<file path="src/sv/fisr_pkg.sv">
package fisr_pkg;

    localparam logic [31:0] MAGIC_CONST  = 32'h5F3759DF;
    localparam logic [31:0] CANON_NAN    = 32'h7FC00000;
    localparam logic [31:0] FP_ONE_HALF  = 32'h3F000000;
    localparam logic [31:0] FP_THREE_HLF = 32'h3FC00000;
    localparam logic [31:0] FP_INF_MAG   = 32'h7F800000;

    // Unrounded operation result handed from an arithmetic front end to the rounder.
    // Value is mag * 2^(exp_b - 127 - 47) unless special is set.
    typedef struct packed {
        logic               special;
        logic [31:0]        spec_val;
        logic               sign;
        logic signed [10:0] exp_b;
        logic [47:0]        mag;
    } t_rnd_in;

endpackage

</file>
<file path="src/sv/fisr_round.sv">
module fisr_round (
    input  fisr_pkg::t_rnd_in i_in,
    output logic [31:0]       o_res
);
    import fisr_pkg::*;

    logic [5:0]         lz;
    logic signed [10:0] e0;
    logic signed [10:0] eb_m1;
    logic signed [10:0] rs;
    logic [47:0]        q;
    logic [95:0]        wide;
    logic               st_x;
    logic [7:0]         expf;
    logic               rnd;
    logic [30:0]        body;

    always_comb begin
        lz = 6'd0;
        for (int i = 0; i < 48; i++) begin
            if (i_in.mag[i]) begin
                lz = 6'(47 - i);
            end
        end
    end

    assign e0    = i_in.exp_b - $signed({5'b0, lz});
    assign eb_m1 = i_in.exp_b - 11'sd1;
    assign rs    = 11'sd1 - i_in.exp_b;

    always_comb begin
        q    = '0;
        st_x = 1'b0;
        expf = 8'd0;
        wide = '0;
        if (e0 >= 11'sd1) begin
            q    = i_in.mag << lz;
            expf = e0[7:0];
        end else if (i_in.exp_b >= 11'sd1) begin
            q = i_in.mag << eb_m1[5:0];
        end else if (rs > 11'sd48) begin
            st_x = |i_in.mag;
        end else begin
            wide = {i_in.mag, 48'd0} >> rs[5:0];
            q    = wide[95:48];
            st_x = |wide[47:0];
        end
    end

    assign rnd  = q[23] & (st_x | (|q[22:0]) | q[24]);
    assign body = {expf, q[46:24]} + {30'd0, rnd};

    always_comb begin
        if (i_in.special) begin
            o_res = i_in.spec_val;
        end else if (i_in.mag == '0) begin
            o_res = {i_in.sign, 31'd0};
        end else if (e0 >= 11'sd255) begin
            o_res = {i_in.sign, FP_INF_MAG[30:0]};
        end else begin
            o_res = {i_in.sign, body};
        end
    end

endmodule

</file>
<file path="src/sv/fisr_fsub.sv">
module fisr_fsub (
    input  logic        i_clk,
    input  logic [31:0] i_a,
    input  logic [31:0] i_b,
    output logic [31:0] o_res
);
    import fisr_pkg::*;

    logic [31:0] nb, big, sml;
    logic        a_nan, b_nan, a_inf, b_inf;
    logic [7:0]  e_big, e_sml, d;
    logic [26:0] x_big, x_sml, sh, al;
    logic        lost;
    logic [27:0] sum;
    t_rnd_in     n_mid, r_mid;
    logic [31:0] n_res;

    assign nb    = {~i_b[31], i_b[30:0]};
    assign a_nan = (i_a[30:23] == 8'hFF) && (i_a[22:0] != 23'd0);
    assign b_nan = (i_b[30:23] == 8'hFF) && (i_b[22:0] != 23'd0);
    assign a_inf = (i_a[30:23] == 8'hFF) && (i_a[22:0] == 23'd0);
    assign b_inf = (i_b[30:23] == 8'hFF) && (i_b[22:0] == 23'd0);

    assign big   = (i_a[30:0] >= nb[30:0]) ? i_a : nb;
    assign sml   = (i_a[30:0] >= nb[30:0]) ? nb : i_a;
    assign e_big = (big[30:23] == 8'd0) ? 8'd1 : big[30:23];
    assign e_sml = (sml[30:23] == 8'd0) ? 8'd1 : sml[30:23];
    assign d     = e_big - e_sml;
    assign x_big = {big[30:23] != 8'd0, big[22:0], 3'b000};
    assign x_sml = {sml[30:23] != 8'd0, sml[22:0], 3'b000};

    always_comb begin
        sh   = '0;
        lost = 1'b0;
        if (d >= 8'd27) begin
            al = {26'd0, |x_sml};
        end else begin
            sh   = x_sml >> d[4:0];
            lost = |(x_sml & ((27'd1 << d[4:0]) - 27'd1));
            al   = sh | {26'd0, lost};
        end
    end

    assign sum = (big[31] == sml[31]) ? ({1'b0, x_big} + {1'b0, al})
                                      : ({1'b0, x_big} - {1'b0, al});

    always_comb begin
        n_mid.mag   = {sum, 20'd0};
        n_mid.exp_b = $signed({3'b0, e_big}) + 11'sd1;
        // An exact cancellation gives +0 unless a and the negated b are both negative zeros.
        n_mid.sign  = (sum == 28'd0) ? (big[31] & sml[31]) : big[31];
        n_mid.special  = 1'b1;
        n_mid.spec_val = CANON_NAN;
        if (a_nan || b_nan || (a_inf && b_inf && (i_a[31] != nb[31]))) begin
            n_mid.spec_val = CANON_NAN;
        end else if (a_inf) begin
            n_mid.spec_val = i_a;
        end else if (b_inf) begin
            n_mid.spec_val = nb;
        end else begin
            n_mid.special = 1'b0;
        end
    end

    always_ff @(posedge i_clk) begin
        r_mid <= n_mid;
        o_res <= n_res;
    end

    fisr_round u_round (
        .i_in  (r_mid),
        .o_res (n_res)
    );

endmodule

</file>
<file path="config.mk">
export PLATFORM = sky130hd
export DESIGN_NAME = fisr_fsub
export DESIGN_NICKNAME = d
export VERILOG_FILES = /design/src/sv/fisr_pkg.sv /design/src/sv/fisr_round.sv /design/src/sv/fisr_fsub.sv
export SDC_FILE = /design/constraint.sdc
export NUM_CORES = 1
export LEC_CHECK = 0
export ABC_AREA = 1
export BUFFER_PORTS_ARGS = -buffer_cell sky130_fd_sc_hd__buf_2
export CAP_MARGIN = 40
export CORE_MARGIN = 2
export CORE_UTILIZATION = 30
export CTS_CLUSTER_SIZE = 14
export DETAILED_ROUTE_END_ITERATION = 12
export PLACE_DENSITY_LB_ADDON = 0.3
export SYNTH_ARGS = -nofsm -noshare
export SYNTH_HDL_FRONTEND = slang
export SYNTH_SLANG_ARGS = --single-unit
</file>
<file path="constraint.sdc">
create_clock -name i_clk -period 9.8 [get_ports i_clk]
set_clock_uncertainty 0.15 [all_clocks]
set_input_delay 0 -clock i_clk [delete_from_list [all_inputs] [get_ports i_clk]]
set_output_delay 0 -clock i_clk [all_outputs]
set_load 0.05 [all_outputs]
</file>
## Word level (Yosys, flattened, before mapping)

Index checks and enable logic that the tools add are counted.

| operators by class | value |
|---|---|
| add/sub/neg operators | 9 |
| equal/unequal tests | 4 |
| reduce and logical (&&, ||, !) cells | 24 |
| shifts and indexed selects | 5 |
| bitwise operators | 7 |
| multiplexer cells | 48 |
| $lt $le $gt $ge | 6 |

Operators with widths:

| cell | count |
|---|---|
| $mux W32 | 5 |
| $mux W47 | 3 |
| $mux W5 | 28 |
| $shr A96 B6 Y95 | 1 |
| $mux W31 | 2 |
| $logic_not A48 Y1 | 1 |
| $reduce_or A48 Y1 | 1 |
| $shl A48 B5 Y47 | 1 |
| $shl A48 B6 Y47 | 1 |
| $logic_not A23 Y1 | 2 |
| $reduce_bool A23 Y1 | 2 |
| $add A31 B1 Y31 | 1 |
| $ge A31 B31 Y1 | 1 |
| $add A27 B27 Y28 | 1 |
| $logic_not A28 Y1 | 1 |
| $mux W28 | 1 |
| $reduce_or A28 Y1 | 1 |
| $sub A27 B27 Y28 | 1 |
| $and A27 B27 Y27 | 1 |
| $mux W27 | 1 |
| $or A27 B1 Y27 | 1 |
| $reduce_or A27 Y1 | 1 |
| $shl A1 B5 Y27 const A | 1 |
| $shr A27 B5 Y27 | 1 |
| other kinds (26) | 43 |

| word-level totals | value |
|---|---|
| input bits | 65 |
| register bits after elaboration | 103 |
| output and inout port bits | 32 |
| word-level logic and storage cells | 109 |

## Depth between registers and ports, before layout

| depth | value |
|---|---|
| word-level depth | 39 |
| mapped depth | 67 |
| gate-level depth less buffers | 63 |

## Cells and area by module

A second synthesis with hierarchy kept.

| unflattened totals | value |
|---|---|
| cells, all modules | 4036 |
| area, all modules | 20788.7 um2 |

Modules (own cells, without submodules):

| module | times used | area an instance (um2) | cells each |
|---|---|---|---|
| fisr_round | 1 | 11131.9 | 2443 |
| fisr_fsub | 1 | 9656.8 | 1593 |

## Worst setup path after synthesis

No wires, ideal clock.

| timing | value |
|---|---|
| path type | input port to flip-flop |
| start | input i_b[30] |
| end | register r_mid[59] (netlist bit) |
| setup time | 0.119 ns |
| cell stages on the path | 58 |
| path buffers | 6 |
| data arrival time | 7.473 ns |
| setup slack | 2.058 ns |
| cells stage by stage | inv_1 ha_1 nand2_1 nor2_1 nand3_1 nor4_2 a31oi_1 nand3_2 buf_2 buf_6 clkbuf_1 nand2_1 o21ai_0 nor2_1 a31oi_1 ha_1 inv_1 fa_1 [... 22 more ...] a21boi_0 o21ai_0 nand3_1 nand2_1 nand2_1 nand2_1 a21boi_0 o21ai_0 o21ai_0 inv_1 nand2_1 nand2_1 nand2_1 nand2_1 nor2_1 nand3_1 o21ai_0 nand2_1 |

RTL lines:

| what | RTL line | source |
|---|---|---|
| start, declared | fisr_fsub.sv:4 | `input logic [31:0] i_b,` |
| end signal, assigned | fisr_fsub.sv:66 | `r_mid <= n_mid;` |
| end, declared | fisr_fsub.sv:15 | `t_rnd_in n_mid, r_mid;` |

==> run summary <==
Status: finished clean
Synth Area in Compound Gates: 18.8%
Die height: 234 µm
Slew @ Worst Pin: 0.893 ns
WS Path Type: input pin to flip-flop
Worst Hold Class: input pin to flip-flop
Multiplexer area fraction after synthesis: 0.568%
Max-slew violation count: 0
Distinct cells, synth: 65
H-Tree Level Count: 3
Die area: 0.0547 mm²
Grt total ovfl: 0
Final setup viols: 0
CP Max Fanout: 18
DRT antenna net count: 0
Number of port buffers: 96
Skew-Pair Late Insertion Delay: 0.38 ns
Worst Setup EP: r_mid[59]
Synth-to-Final Area Change: 10.8%
Hold Vio Cnt, Final: 0
Leakage power total: 8.68 nW
Largest net degree at the start of global routing: 83
PwrDens: 290 mW/mm²
CTS buffer count: 9
First-pass GRT wire length: 98800 µm
Setup crit start: i_b[30]
Max Root-Sink Buffers: 2
Via/cell ratio: 5.23
Sequential share of power: 13.4%
Post-DP HPWL: 52400 µm
Most frequent cells in the layout: 872 x nand2_1, 349 x nor2_1, 339 x nand3_1
Vias in the first global route: 17800
Post-synthesis sequential area ratio: 13.0%
Die W: 234 µm
DRC Markers: 0
Final setup margin: 0.904 ns
Clk pin slew, worst setup/hold paths: 0.07 ns
Worst path arrival time: 9.02 ns
Worst r2r src: r_mid[22]
Rows: 84
Layout cells sized above 1: 6.71%
Sw Share: 62.9%
Max_cap viols: 0
Setup WS pre-CTS: 0.805 ns
Post-Synth XOR/XNOR Area: 2.27%
R2R setup slack: 1.62 ns
Largest stage delay, worst path: 0.53 ns
Drt wl/cell: 17.2 µm
R2r endpoint: o_res[20]
Antenna violations before repair: 0
Nets@finish: 3199
Synth top area cells: nand2_1 21%, dfxtp_1 13%, nand3_1 11%, o21ai_0 9.4%, nor2_1 8.3%
Most frequent cell on the critical path: nand2_1
Synthesized cell area: 0.0159 mm²
CTS tree: done
# fillers: 6026
Synth Area per Inst: 5.33 µm²
Inserted Diodes: 0
Hold_ws: 0.0338 ns
Crit start category: input pin
Async SR Flop Fraction: 0%
Int Pwr: 1.89 mW
Post-Syn Instances: 2974
Final std cells w/o fill: 3727
Core area: 0.0524 mm²
Critical Path End Type: flip-flop
Yosys reg bits: 103
CP max-delay cell: dlygate4sd3_1
Max_slew headroom: 39.9%
Vias: 19500
I/O pin cnt: 97
1st-iter DRT viols: 2069
Reg2reg path depth: 55
Largest family of logic cells by synthesized area: simple AND/OR/NAND/NOR gates
WP data required: 9.93 ns
Gate power share: 78.9%
Gr usage total: 23.1%
Clock Sinks: 103
Synth Warn #: 0
Minimum clock period after layout: 8.90 ns
Post-synth top flop: dfxtp_1
Final Wtd Congestion: 1.00
Post-synth EDFFs: 0
Dpl cells: 3699
Max Clock Freq: 112 MHz
Initial Util: 30.2%
Synth top area share: 20.6%
Commonest non-fill, non-tap cell in the layout: nand2_1
Simple-gate share of the synthesized area: 46.0%
Sw Pwr: 3.20 mW
DRT Wirelength: 64000 µm
Adder-cell share of the synthesized area: 8.03%
Post-synth top area cell: nand2_1
Clock Power Share: 7.7%
Fin crit share: 90.8%
Router iterations before antenna repair: 6
Clk root buf: clkbuf_16
IR drop worst, VDD: 0.115 mV
Final Util: 33.5%
## how the worst min path moves through the flow
stage               startpoint         to  slack (ns)  depth (start not counted)
floorplan              i_b[31]  r_mid[91]       -0.05                          1
global placement       i_b[31]  r_mid[91]        0.17                          2
detailed placement     i_b[31]  r_mid[91]        0.17                          2
CTS                    i_b[25]  r_mid[92]        0.02                          5
global route           i_b[25]  r_mid[92]        0.05                          5
finish                 i_a[26]  r_mid[51]        0.03                          4
## metal layers
metal / share of wire, % / vias to the layer above / global-route usage, %
met4: 6.8 / 0 / 14.5
met3: 5.7 / 181 / 1.79
li1: - / 9872 / -
met1: 43 / 8652 / 29.3
met2: 44 / 781 / 37.7
met5: 0 / - / 0
## sequential cells by signal (all words and copies together), names as in the netlist
signal / count
o_res: 32
r_mid: 71
## worst max-delay path, delay by kind of cell
family                   cells  cell delay (ns)
AO/OA/AOI/OAI                7             1.07
adder cells (fa/ha/maj)      4             1.33
buffers and inverters       12             1.85
AND/OR/NAND/NOR             39             4.74
## synth_stat cells, types with 11 or more instances
cell and number:
xor2_1 29, o21ai_0 297, o21ai_1 18, a31oi_1 21, buf_2 13, nand3_1 340
a211oi_1 11, a21oi_1 107, nor3_1 40, o211ai_1 18, clkbuf_1 88, nand2_1 872
nor4_1 22, inv_1 332, ha_1 97, nand4_1 46, dfxtp_1 103, o22ai_1 11
buf_1 15, nor2_1 349, inv_2 12
## cell type report
class	instances	area, µm²	share of cell area [%]
multi-input combinational	2432	12200	69.4
timing repair buffer	140	836	4.76
inverter	348	1310	7.46
clock inverter	6	72.6	0.413
clock buffer	10	239	1.36
tap	688	861	4.90
sequential	103	2060	11.7
## power groups by stage
stage                     Combinational [mW]  Clock (mW)  Sequential [mW]
final                                   4.02       0.390            0.681
after global routing                    4.46       0.415            0.693
after detailed placement                3.89           0            0.689
after floorplan                         2.63           0            0.871
after global placement                  3.92           0            0.687
after CTS                               3.91       0.402            0.678
## logic make-up after synthesis
family	Yosys count
AO/OA/AOI/OAI	536
XOR/XNOR	38
adder cells (fa/ha/maj)	100
buffers and inverters	468
flip-flops	103
multiplexers	9
other	2
AND/OR/NAND/NOR	1718
## through the flow
step	power [mW]	setup TNS [ns]	instance area [µm²]
final	5.09	0	17600
after detailed placement	4.58	0	17100
after global routing	5.57	-0.0578	17600
after floorplan	3.50	0	16000
after CTS	4.99	0	17500
after global placement	4.61	0	17100
## repair_timing
action,4_1_cts,5_1_grt
setup endpoints to repair,0,2
hold buffers,11,0
buffers inserted,0,0
endpoints found under the hold margin,7,0
gates resized for setup,0,10
Power figures use the tool's default switching activity.
