### config.mk
export PLATFORM = sky130hd
export DESIGN_NAME = fisr_fmul
export DESIGN_NICKNAME = d
export VERILOG_FILES = /design/src/sv/fisr_pkg.sv /design/src/sv/fisr_round.sv /design/src/sv/fisr_fmul.sv
export SDC_FILE = /design/constraint.sdc
export NUM_CORES = 2
export LEC_CHECK = 0
export BUFFER_PORTS_ARGS = -buffer_cell sky130_fd_sc_hd__buf_2
export CORE_MARGIN = 1
export CORE_UTILIZATION = 35
export CTS_BUF_LIST = sky130_fd_sc_hd__clkbuf_2 sky130_fd_sc_hd__clkbuf_4 sky130_fd_sc_hd__clkbuf_8
export DETAILED_ROUTE_END_ITERATION = 8
export HOLD_SLACK_MARGIN = 0.05
export PLACE_DENSITY = 0.56
export SETUP_SLACK_MARGIN = 0.02
export SLEW_MARGIN = 20
export SYNTH_ARGS = -nofsm -noshare
export SYNTH_HDL_FRONTEND = slang
export SYNTH_HIERARCHICAL = 1
export SYNTH_SLANG_ARGS = --single-unit
### constraint.sdc
create_clock -name i_clk -period 9.1 [get_ports i_clk]
set_clock_uncertainty 0.2 [all_clocks]
set_input_delay 0.91 -clock i_clk [delete_from_list [all_inputs] [get_ports i_clk]]
set_output_delay 0.91 -clock i_clk [all_outputs]
set_load 0.05 [all_outputs]
### src/sv/fisr_pkg.sv
package fisr_pkg;

    localparam logic [31:0] MAGIC_CONST  = 32'h5F3759DF;
    localparam logic [31:0] CANON_NAN    = 32'h7FC00000;
    localparam logic [31:0] FP_ONE_HALF  = 32'h3F000000;
    localparam logic [31:0] FP_THREE_HLF = 32'h3FC00000;
    localparam logic [31:0] FP_INF_MAG   = 32'h7F800000;

    // Unrounded operation result handed from an arithmetic front end to the rounder.
    // Value is mag * 2^(exp_b - 127 - 47) unless special is set.
    typedef struct packed {
        logic               special;
        logic [31:0]        spec_val;
        logic               sign;
        logic signed [10:0] exp_b;
        logic [47:0]        mag;
    } t_rnd_in;

endpackage

### src/sv/fisr_round.sv
module fisr_round (
    input  fisr_pkg::t_rnd_in i_in,
    output logic [31:0]       o_res
);
    import fisr_pkg::*;

    logic [5:0]         lz;
    logic signed [10:0] e0;
    logic signed [10:0] eb_m1;
    logic signed [10:0] rs;
    logic [47:0]        q;
    logic [95:0]        wide;
    logic               st_x;
    logic [7:0]         expf;
    logic               rnd;
    logic [30:0]        body;

    always_comb begin
        lz = 6'd0;
        for (int i = 0; i < 48; i++) begin
            if (i_in.mag[i]) begin
                lz = 6'(47 - i);
            end
        end
    end

    assign e0    = i_in.exp_b - $signed({5'b0, lz});
    assign eb_m1 = i_in.exp_b - 11'sd1;
    assign rs    = 11'sd1 - i_in.exp_b;

    always_comb begin
        q    = '0;
        st_x = 1'b0;
        expf = 8'd0;
        wide = '0;
        if (e0 >= 11'sd1) begin
            q    = i_in.mag << lz;
            expf = e0[7:0];
        end else if (i_in.exp_b >= 11'sd1) begin
            q = i_in.mag << eb_m1[5:0];
        end else if (rs > 11'sd48) begin
            st_x = |i_in.mag;
        end else begin
            wide = {i_in.mag, 48'd0} >> rs[5:0];
            q    = wide[95:48];
            st_x = |wide[47:0];
        end
    end

    assign rnd  = q[23] & (st_x | (|q[22:0]) | q[24]);
    assign body = {expf, q[46:24]} + {30'd0, rnd};

    always_comb begin
        if (i_in.special) begin
            o_res = i_in.spec_val;
        end else if (i_in.mag == '0) begin
            o_res = {i_in.sign, 31'd0};
        end else if (e0 >= 11'sd255) begin
            o_res = {i_in.sign, FP_INF_MAG[30:0]};
        end else begin
            o_res = {i_in.sign, body};
        end
    end

endmodule

### src/sv/fisr_fmul.sv
module fisr_fmul (
    input  logic        i_clk,
    input  logic [31:0] i_a,
    input  logic [31:0] i_b,
    output logic [31:0] o_res
);
    import fisr_pkg::*;

    logic [7:0]  ea, eb;
    logic [23:0] ma, mb;
    logic        a_nan, b_nan, a_inf, b_inf, a_zero, b_zero, sgn;
    t_rnd_in     n_mid, r_mid;
    logic [31:0] n_res;

    assign ea     = i_a[30:23];
    assign eb     = i_b[30:23];
    assign ma     = {ea != 8'd0, i_a[22:0]};
    assign mb     = {eb != 8'd0, i_b[22:0]};
    assign a_nan  = (ea == 8'hFF) && (i_a[22:0] != 23'd0);
    assign b_nan  = (eb == 8'hFF) && (i_b[22:0] != 23'd0);
    assign a_inf  = (ea == 8'hFF) && (i_a[22:0] == 23'd0);
    assign b_inf  = (eb == 8'hFF) && (i_b[22:0] == 23'd0);
    assign a_zero = i_a[30:0] == 31'd0;
    assign b_zero = i_b[30:0] == 31'd0;
    assign sgn    = i_a[31] ^ i_b[31];

    always_comb begin
        n_mid.sign  = sgn;
        n_mid.mag   = ma * mb;
        n_mid.exp_b = $signed({3'b0, (ea == 8'd0) ? 8'd1 : ea})
                    + $signed({3'b0, (eb == 8'd0) ? 8'd1 : eb}) - 11'sd126;
        n_mid.special  = 1'b1;
        n_mid.spec_val = CANON_NAN;
        if (a_nan || b_nan || (a_inf && b_zero) || (b_inf && a_zero)) begin
            n_mid.spec_val = CANON_NAN;
        end else if (a_inf || b_inf) begin
            n_mid.spec_val = {sgn, FP_INF_MAG[30:0]};
        end else if (a_zero || b_zero) begin
            n_mid.spec_val = {sgn, 31'd0};
        end else begin
            n_mid.special = 1'b0;
        end
    end

    // Product and exponent are registered before normalization and rounding.
    always_ff @(posedge i_clk) begin
        r_mid <= n_mid;
        o_res <= n_res;
    end

    fisr_round u_round (
        .i_in  (r_mid),
        .o_res (n_res)
    );

endmodule

Yosys cells after proc, flatten, opt, wreduce, memory -nomap -nowiden
Cells that the tools add are included.
- bits of input ports: 65
- output and inout bits: 32
- register bits: 124
- logic and storage cells: 116
- reductions and logical operators: 26
- $mul: 1
- shift operators: 3
- multiplexer cells: 63
- $add $sub $neg: 6
- bitwise gates (word level): 4
- equality and inequality tests: 2
- $lt $le $gt $ge: 4
- operator list (operator ; count):
    6-bit 2-to-1 mux ; 48
    47-bit 2-to-1 mux ; 3
    32-bit 2-to-1 mux ; 3
    48-bit OR reduction ; 2
    48-bit by 6-bit left shift with 47-bit output ; 2
    96-bit by 6-bit >> shifter with 95-bit output ; 1
    31-bit zero test ; 2
    31-bit 2-to-1 mux ; 2
    48-bit zero test ; 1
    24-bit by 24-bit multiplier with 48-bit output ; 1
    23-bit zero test ; 2
    23-bit nonzero test ; 2
    31-bit by 1-bit adder with 31-bit output ; 1
    8-bit 2-to-1 mux ; 3
    23-bit OR reduction ; 1
    8-bit == test (second input constant) ; 2
    8-bit zero test ; 2
    8-bit nonzero test ; 2
    11-bit by 2-bit >= comparator with 1-bit output (second input constant) ; 1
    11-bit by 9-bit >= comparator with 1-bit output (second input constant) ; 1
    11-bit by 7-bit > comparator with 1-bit output (second input constant) ; 1
    10-bit by 7-bit subtractor with 11-bit output ; 1
    2-bit by 10-bit subtractor with 11-bit output (first input constant) ; 1
    10-bit by 2-bit >= comparator with 1-bit output (second input constant) ; 1
    other kinds (10) ; 23

Longest topological paths before layout
- word-level depth: 59
- depth in mapped cells: 30
- mapped depth without buffers: 25

Hierarchy
Netlist, hierarchy kept.
- by module, submodules not included (module ; cells each ; area an instance (um^2) ; instances ; seq. area each (um^2)):
    fisr_fmul ; 2343 ; 21301.7 ; 1 ; 1901.8
    fisr_round ; 1755 ; 11574.9 ; 1 ; 0.0

Worst setup path before layout
Ideal clock, no wire load.
- path kind: input -> register
- from: in i_b[25]
- to: reg r_mid[45] in the netlist's numbering
- setup time: 0.072 ns
- data required time: 8.828 ns
- stages: 23
- buffers on the path: 1
- arrival: 7.067 ns
- slack: 1.761 ns
- path through: nor4_1 > nand2_1 > buf_1 > and2_1 > fa_1 > inv_1 > fa_1 > fa_1 > fa_1 > fa_1 > fa_1 > fa_1 > inv_1 > ha_1 > a21o_1 > a21o_1 > a21oi_1 > nor2_1 > nand4_1 > nand2_1 > a311o_1 > a221oi_1 > xnor2_1
- RTL lines (what ; line ; source):
    start: declaration ; fisr_fmul.sv:4 ; input logic [31:0] i_b,
    end signal: assignment ; fisr_fmul.sv:47 ; r_mid <= n_mid;
    end: declaration ; fisr_fmul.sv:12 ; t_rnd_in n_mid, r_mid;

Worst setup path in the final report
- from: reg r_mid[45] in the netlist's numbering
- to: reg o_res[14]
- longest elaborated chain between the ends: 14
- elaborated cells on any way between the ends: 26
- those cells by class: 2 x add/sub; 2 x order compare; 3 x shift; 12 x mux; 3 x bitwise; 4 x reduce/logical
- RTL lines (what ; line ; source):
    6-bit 2-to-1 mux (3 in a row) ; fisr_round.sv:21 ; if (i_in.mag[i]) begin
    10-bit by 7-bit subtractor with 11-bit output ; fisr_round.sv:27 ; assign e0 = i_in.exp_b - $signed({5'b0, lz});
    11-bit by 2-bit >= comparator with 1-bit output ; fisr_round.sv:36 ; if (e0 >= 11'sd1) begin
    47-bit 2-to-1 mux ; fisr_round.sv:36 ;
    23-bit OR reduction ; fisr_round.sv:50 ; assign rnd = q[23] & (st_x | (|q[22:0]) | q[24]);
    1-bit OR (2 in a row) ; fisr_round.sv:50 ;
    1-bit bitwise AND ; fisr_round.sv:50 ;
    31-bit by 1-bit adder with 31-bit output ; fisr_round.sv:51 ; assign body = {expf, q[46:24]} + {30'd0, rnd};
    31-bit 2-to-1 mux ; fisr_round.sv:58 ; end else if (e0 >= 11'sd255) begin
    31-bit 2-to-1 mux * ; fisr_round.sv:56 ; end else if (i_in.mag == '0) begin
    32-bit 2-to-1 mux * ; fisr_round.sv:54 ; if (i_in.special) begin
    named net n_res[14] ; fisr_fmul.sv:13 ; logic [31:0] n_res;
    end signal: assignment ; fisr_fmul.sv:48 ; o_res <= n_res;
    end: declaration ; fisr_fmul.sv:5 ; output logic [31:0] o_res
Mark *: on every way through the listed nets, which the timed path passes. The rest lies on a longest branch.
A chain may end at the register's enable or synchronous reset.

==> flow_summary.ini <==
[timing]
hold_violations = 0
layout_min_cycle_time_ns = 7.870
worst_slew_pin_slew_ns = 1.195
slew-limit-headroom_pct = 19.60
rsz0062_at_grt = false
setup_violations = 0
finalCritPeriodShare_pct = 86.49
slew_viol_final = 0
tns_ns = 0
clock.fmax_mhz = 127.1

[worst_setup_path]
crit_arrival_ns = 7.99
required_ns = 9.22
cp-end-kind = register
start_kind = register
reg2reg_slack_ns = 1.23
cp_max_fo = 37
worstSetupPathType = register to register

[cts]
cts_setup_buffers = 0
clkTransAtPathRegs_ns = 0.10
clk_path_buf_depth = 2
clock-sinks = 95
hold_buffers = 0
clock_latency_ns = 0.46
htree_levels = 3
cts_resized = 0
tritoncts = yes
root_buffer = clkbuf_8
numCtsBuffers = 9

[yosys]
syn_area_per_cell_um2 = 8.023
synthCells = 4098
syn-cell-area_um2 = 32880
synth-edff-count = 0
synth.most_common_cell = nand2_1
synth.distinct_cells = 112
ys.flop_type = dfxtp_1
ys_ff_latch = 95
yosys-top-cells-count = nand2_1, inv_1, fa_1
async_reset_ff_share_pct = 0
synth.top_cell.area_share_pct = 29.47
ys_top_cells_by_area = fa_1, ha_1, nand2_1, inv_1, dfxtp_1
ys_seq_area_share_pct = 5.785
synth_largest_area_cell = fa_1
synth_warnings = 6

[flow_run]
cap_viol_max_count = 0

[global_route]
grt-ovfl-total = 0
grt_pass1_vias = 30080
groute.usage.overall_pct = 25.27
grt_max_degree = 73
grt_pass1_wl_mm = 185.2
antenna_found_initial = 2

[final_layout]
drive_above_1_share_pct = 8.411
nets = 4738
area_growth_syn_to_layout_pct = 5.111

[drt]
drt_pass1_iterations = 6
vias = 30030
wl_per_cell_um = 22.68
routed_wl_mm = 119.1
viasPerCell = 5.720
detail-route-antenna-nets = 0
first_iter_violations = 2571
drcViolationCount = 0

[floorplanning]
io_pins = 97
dieArea_um2 = 95160
rows = 112
start_util_pct = 35.28
die_h_um = 308.5
die_width_um = 308.5
fp.coreArea_um2 = 93190

[worst_hold_path]
hold_class = register to register

[placement]
io_buffers = 96
place.gp.congestion = 0.9967
dp_hpwl_mm = 92.36

[status]
outcome = completed
[registers in the layout, summed over array words and instances, names as in the netlist]
name and count:
r_mid 63, o_res 32
[final cells by class]
class,instances,area [µm²]
Antenna cell,1,2.502
Clock buffer,9,123.9
Clock inverter,6,92.59
Fill cell,9767,58630
Inverter,573,2156
Multi-Input combinational cell,3156,27780
Sequential cell,95,1907
Tap cell,1254,1569
Timing Repair Buffer,156,928.4
[final timing paths]
check | cells after the start | end | start
max | 22 | o_res[14] | r_mid[45]
min | 2 | o_res[22] | r_mid[82]
max reg2reg | 22 | o_res[14] | r_mid[45]
min reg2reg | 2 | o_res[22] | r_mid[82]
[cells by family (layout without fill, tap and decap cells)]
group | count (synthesis) | count (layout) | share of synthesized area, %
and+or+nand+nor | 1419 | 1419 | 20.82
adders and majority gates | 682 | 682 | 37.01
xor gates and xnor gates | 90 | 90 | 2.398
DFF | 95 | 95 | 5.785
muxes | 180 | 180 | 8.179
other | 1 | 23 | 0.01141
buffers and inverters | 868 | 744 | 10.24
AOI/OAI and AO/OA | 763 | 763 | 15.56
[worst max-delay path, stage by stage, from the launching register on]
cell     delay, ns
dfxtp_1       0.53
or4_1         0.69
nor2_2        0.45
nor2_4        0.23
nor2_8        0.53
inv_6         0.18
ha_1          0.27
or2_1         0.25
o221a_2       0.28
o31ai_1       0.36
nor4b_1       0.28
nor3_1        0.14
o41ai_2       0.51
buf_4         0.40
a21oi_1       0.13
a31oi_1       0.48
and2_1        0.24
ha_1          0.19
nand3_1       0.23
or4_4         0.60
nor2_1        0.12
nor3_1        0.07
o41ai_2       0.35
[metal layers]
metal	up-vias	global-route usage, %	routed length, µm
met5	-	0	0
met3	249	3.333	8103
met4	0	10.93	5596
met1	15060	33.36	50240
li1	13450	-	-
met2	1263	41.28	55130
[cells in the final DEF, fill, tap and decap left out, types with 42 or more instances in the layout]
| cell type | n |
|---|---|
| mux2i_1 | 80 |
| dfxtp_1 | 93 |
| fa_1 | 484 |
| a21oi_1 | 171 |
| nor2_1 | 173 |
| nand4_1 | 43 |
| o21ai_0 | 143 |
| ha_1 | 197 |
| xnor2_1 | 52 |
| nand3_1 | 63 |
| nor4_1 | 50 |
| a31oi_1 | 42 |
| buf_2 | 97 |
| mux4_2 | 67 |
| nand2_1 | 638 |
| nor3_1 | 72 |
| and2_1 | 254 |
| buf_4 | 59 |
| o211ai_1 | 55 |
| inv_1 | 565 |
[through the flow]
step                      setup WS (ns)  instance area (µm²)  hold WS, ns  std cells  utilization [%]
after global routing             0.8233                34560       0.2565       5250            37.08
final                             1.230                34560       0.2430       5250            37.08
after floorplan                   1.761                32960       0.2116       4119                -
after detailed placement         0.9244                34330       0.2369       5233            36.83
after CTS                         1.342                34540       0.2414       5248            37.07
after global placement           0.9592                34330       0.2263       5233            36.83
Power is not shown: default switching activity piles up to over one toggle a cycle in this logic, so the estimate is an artifact.
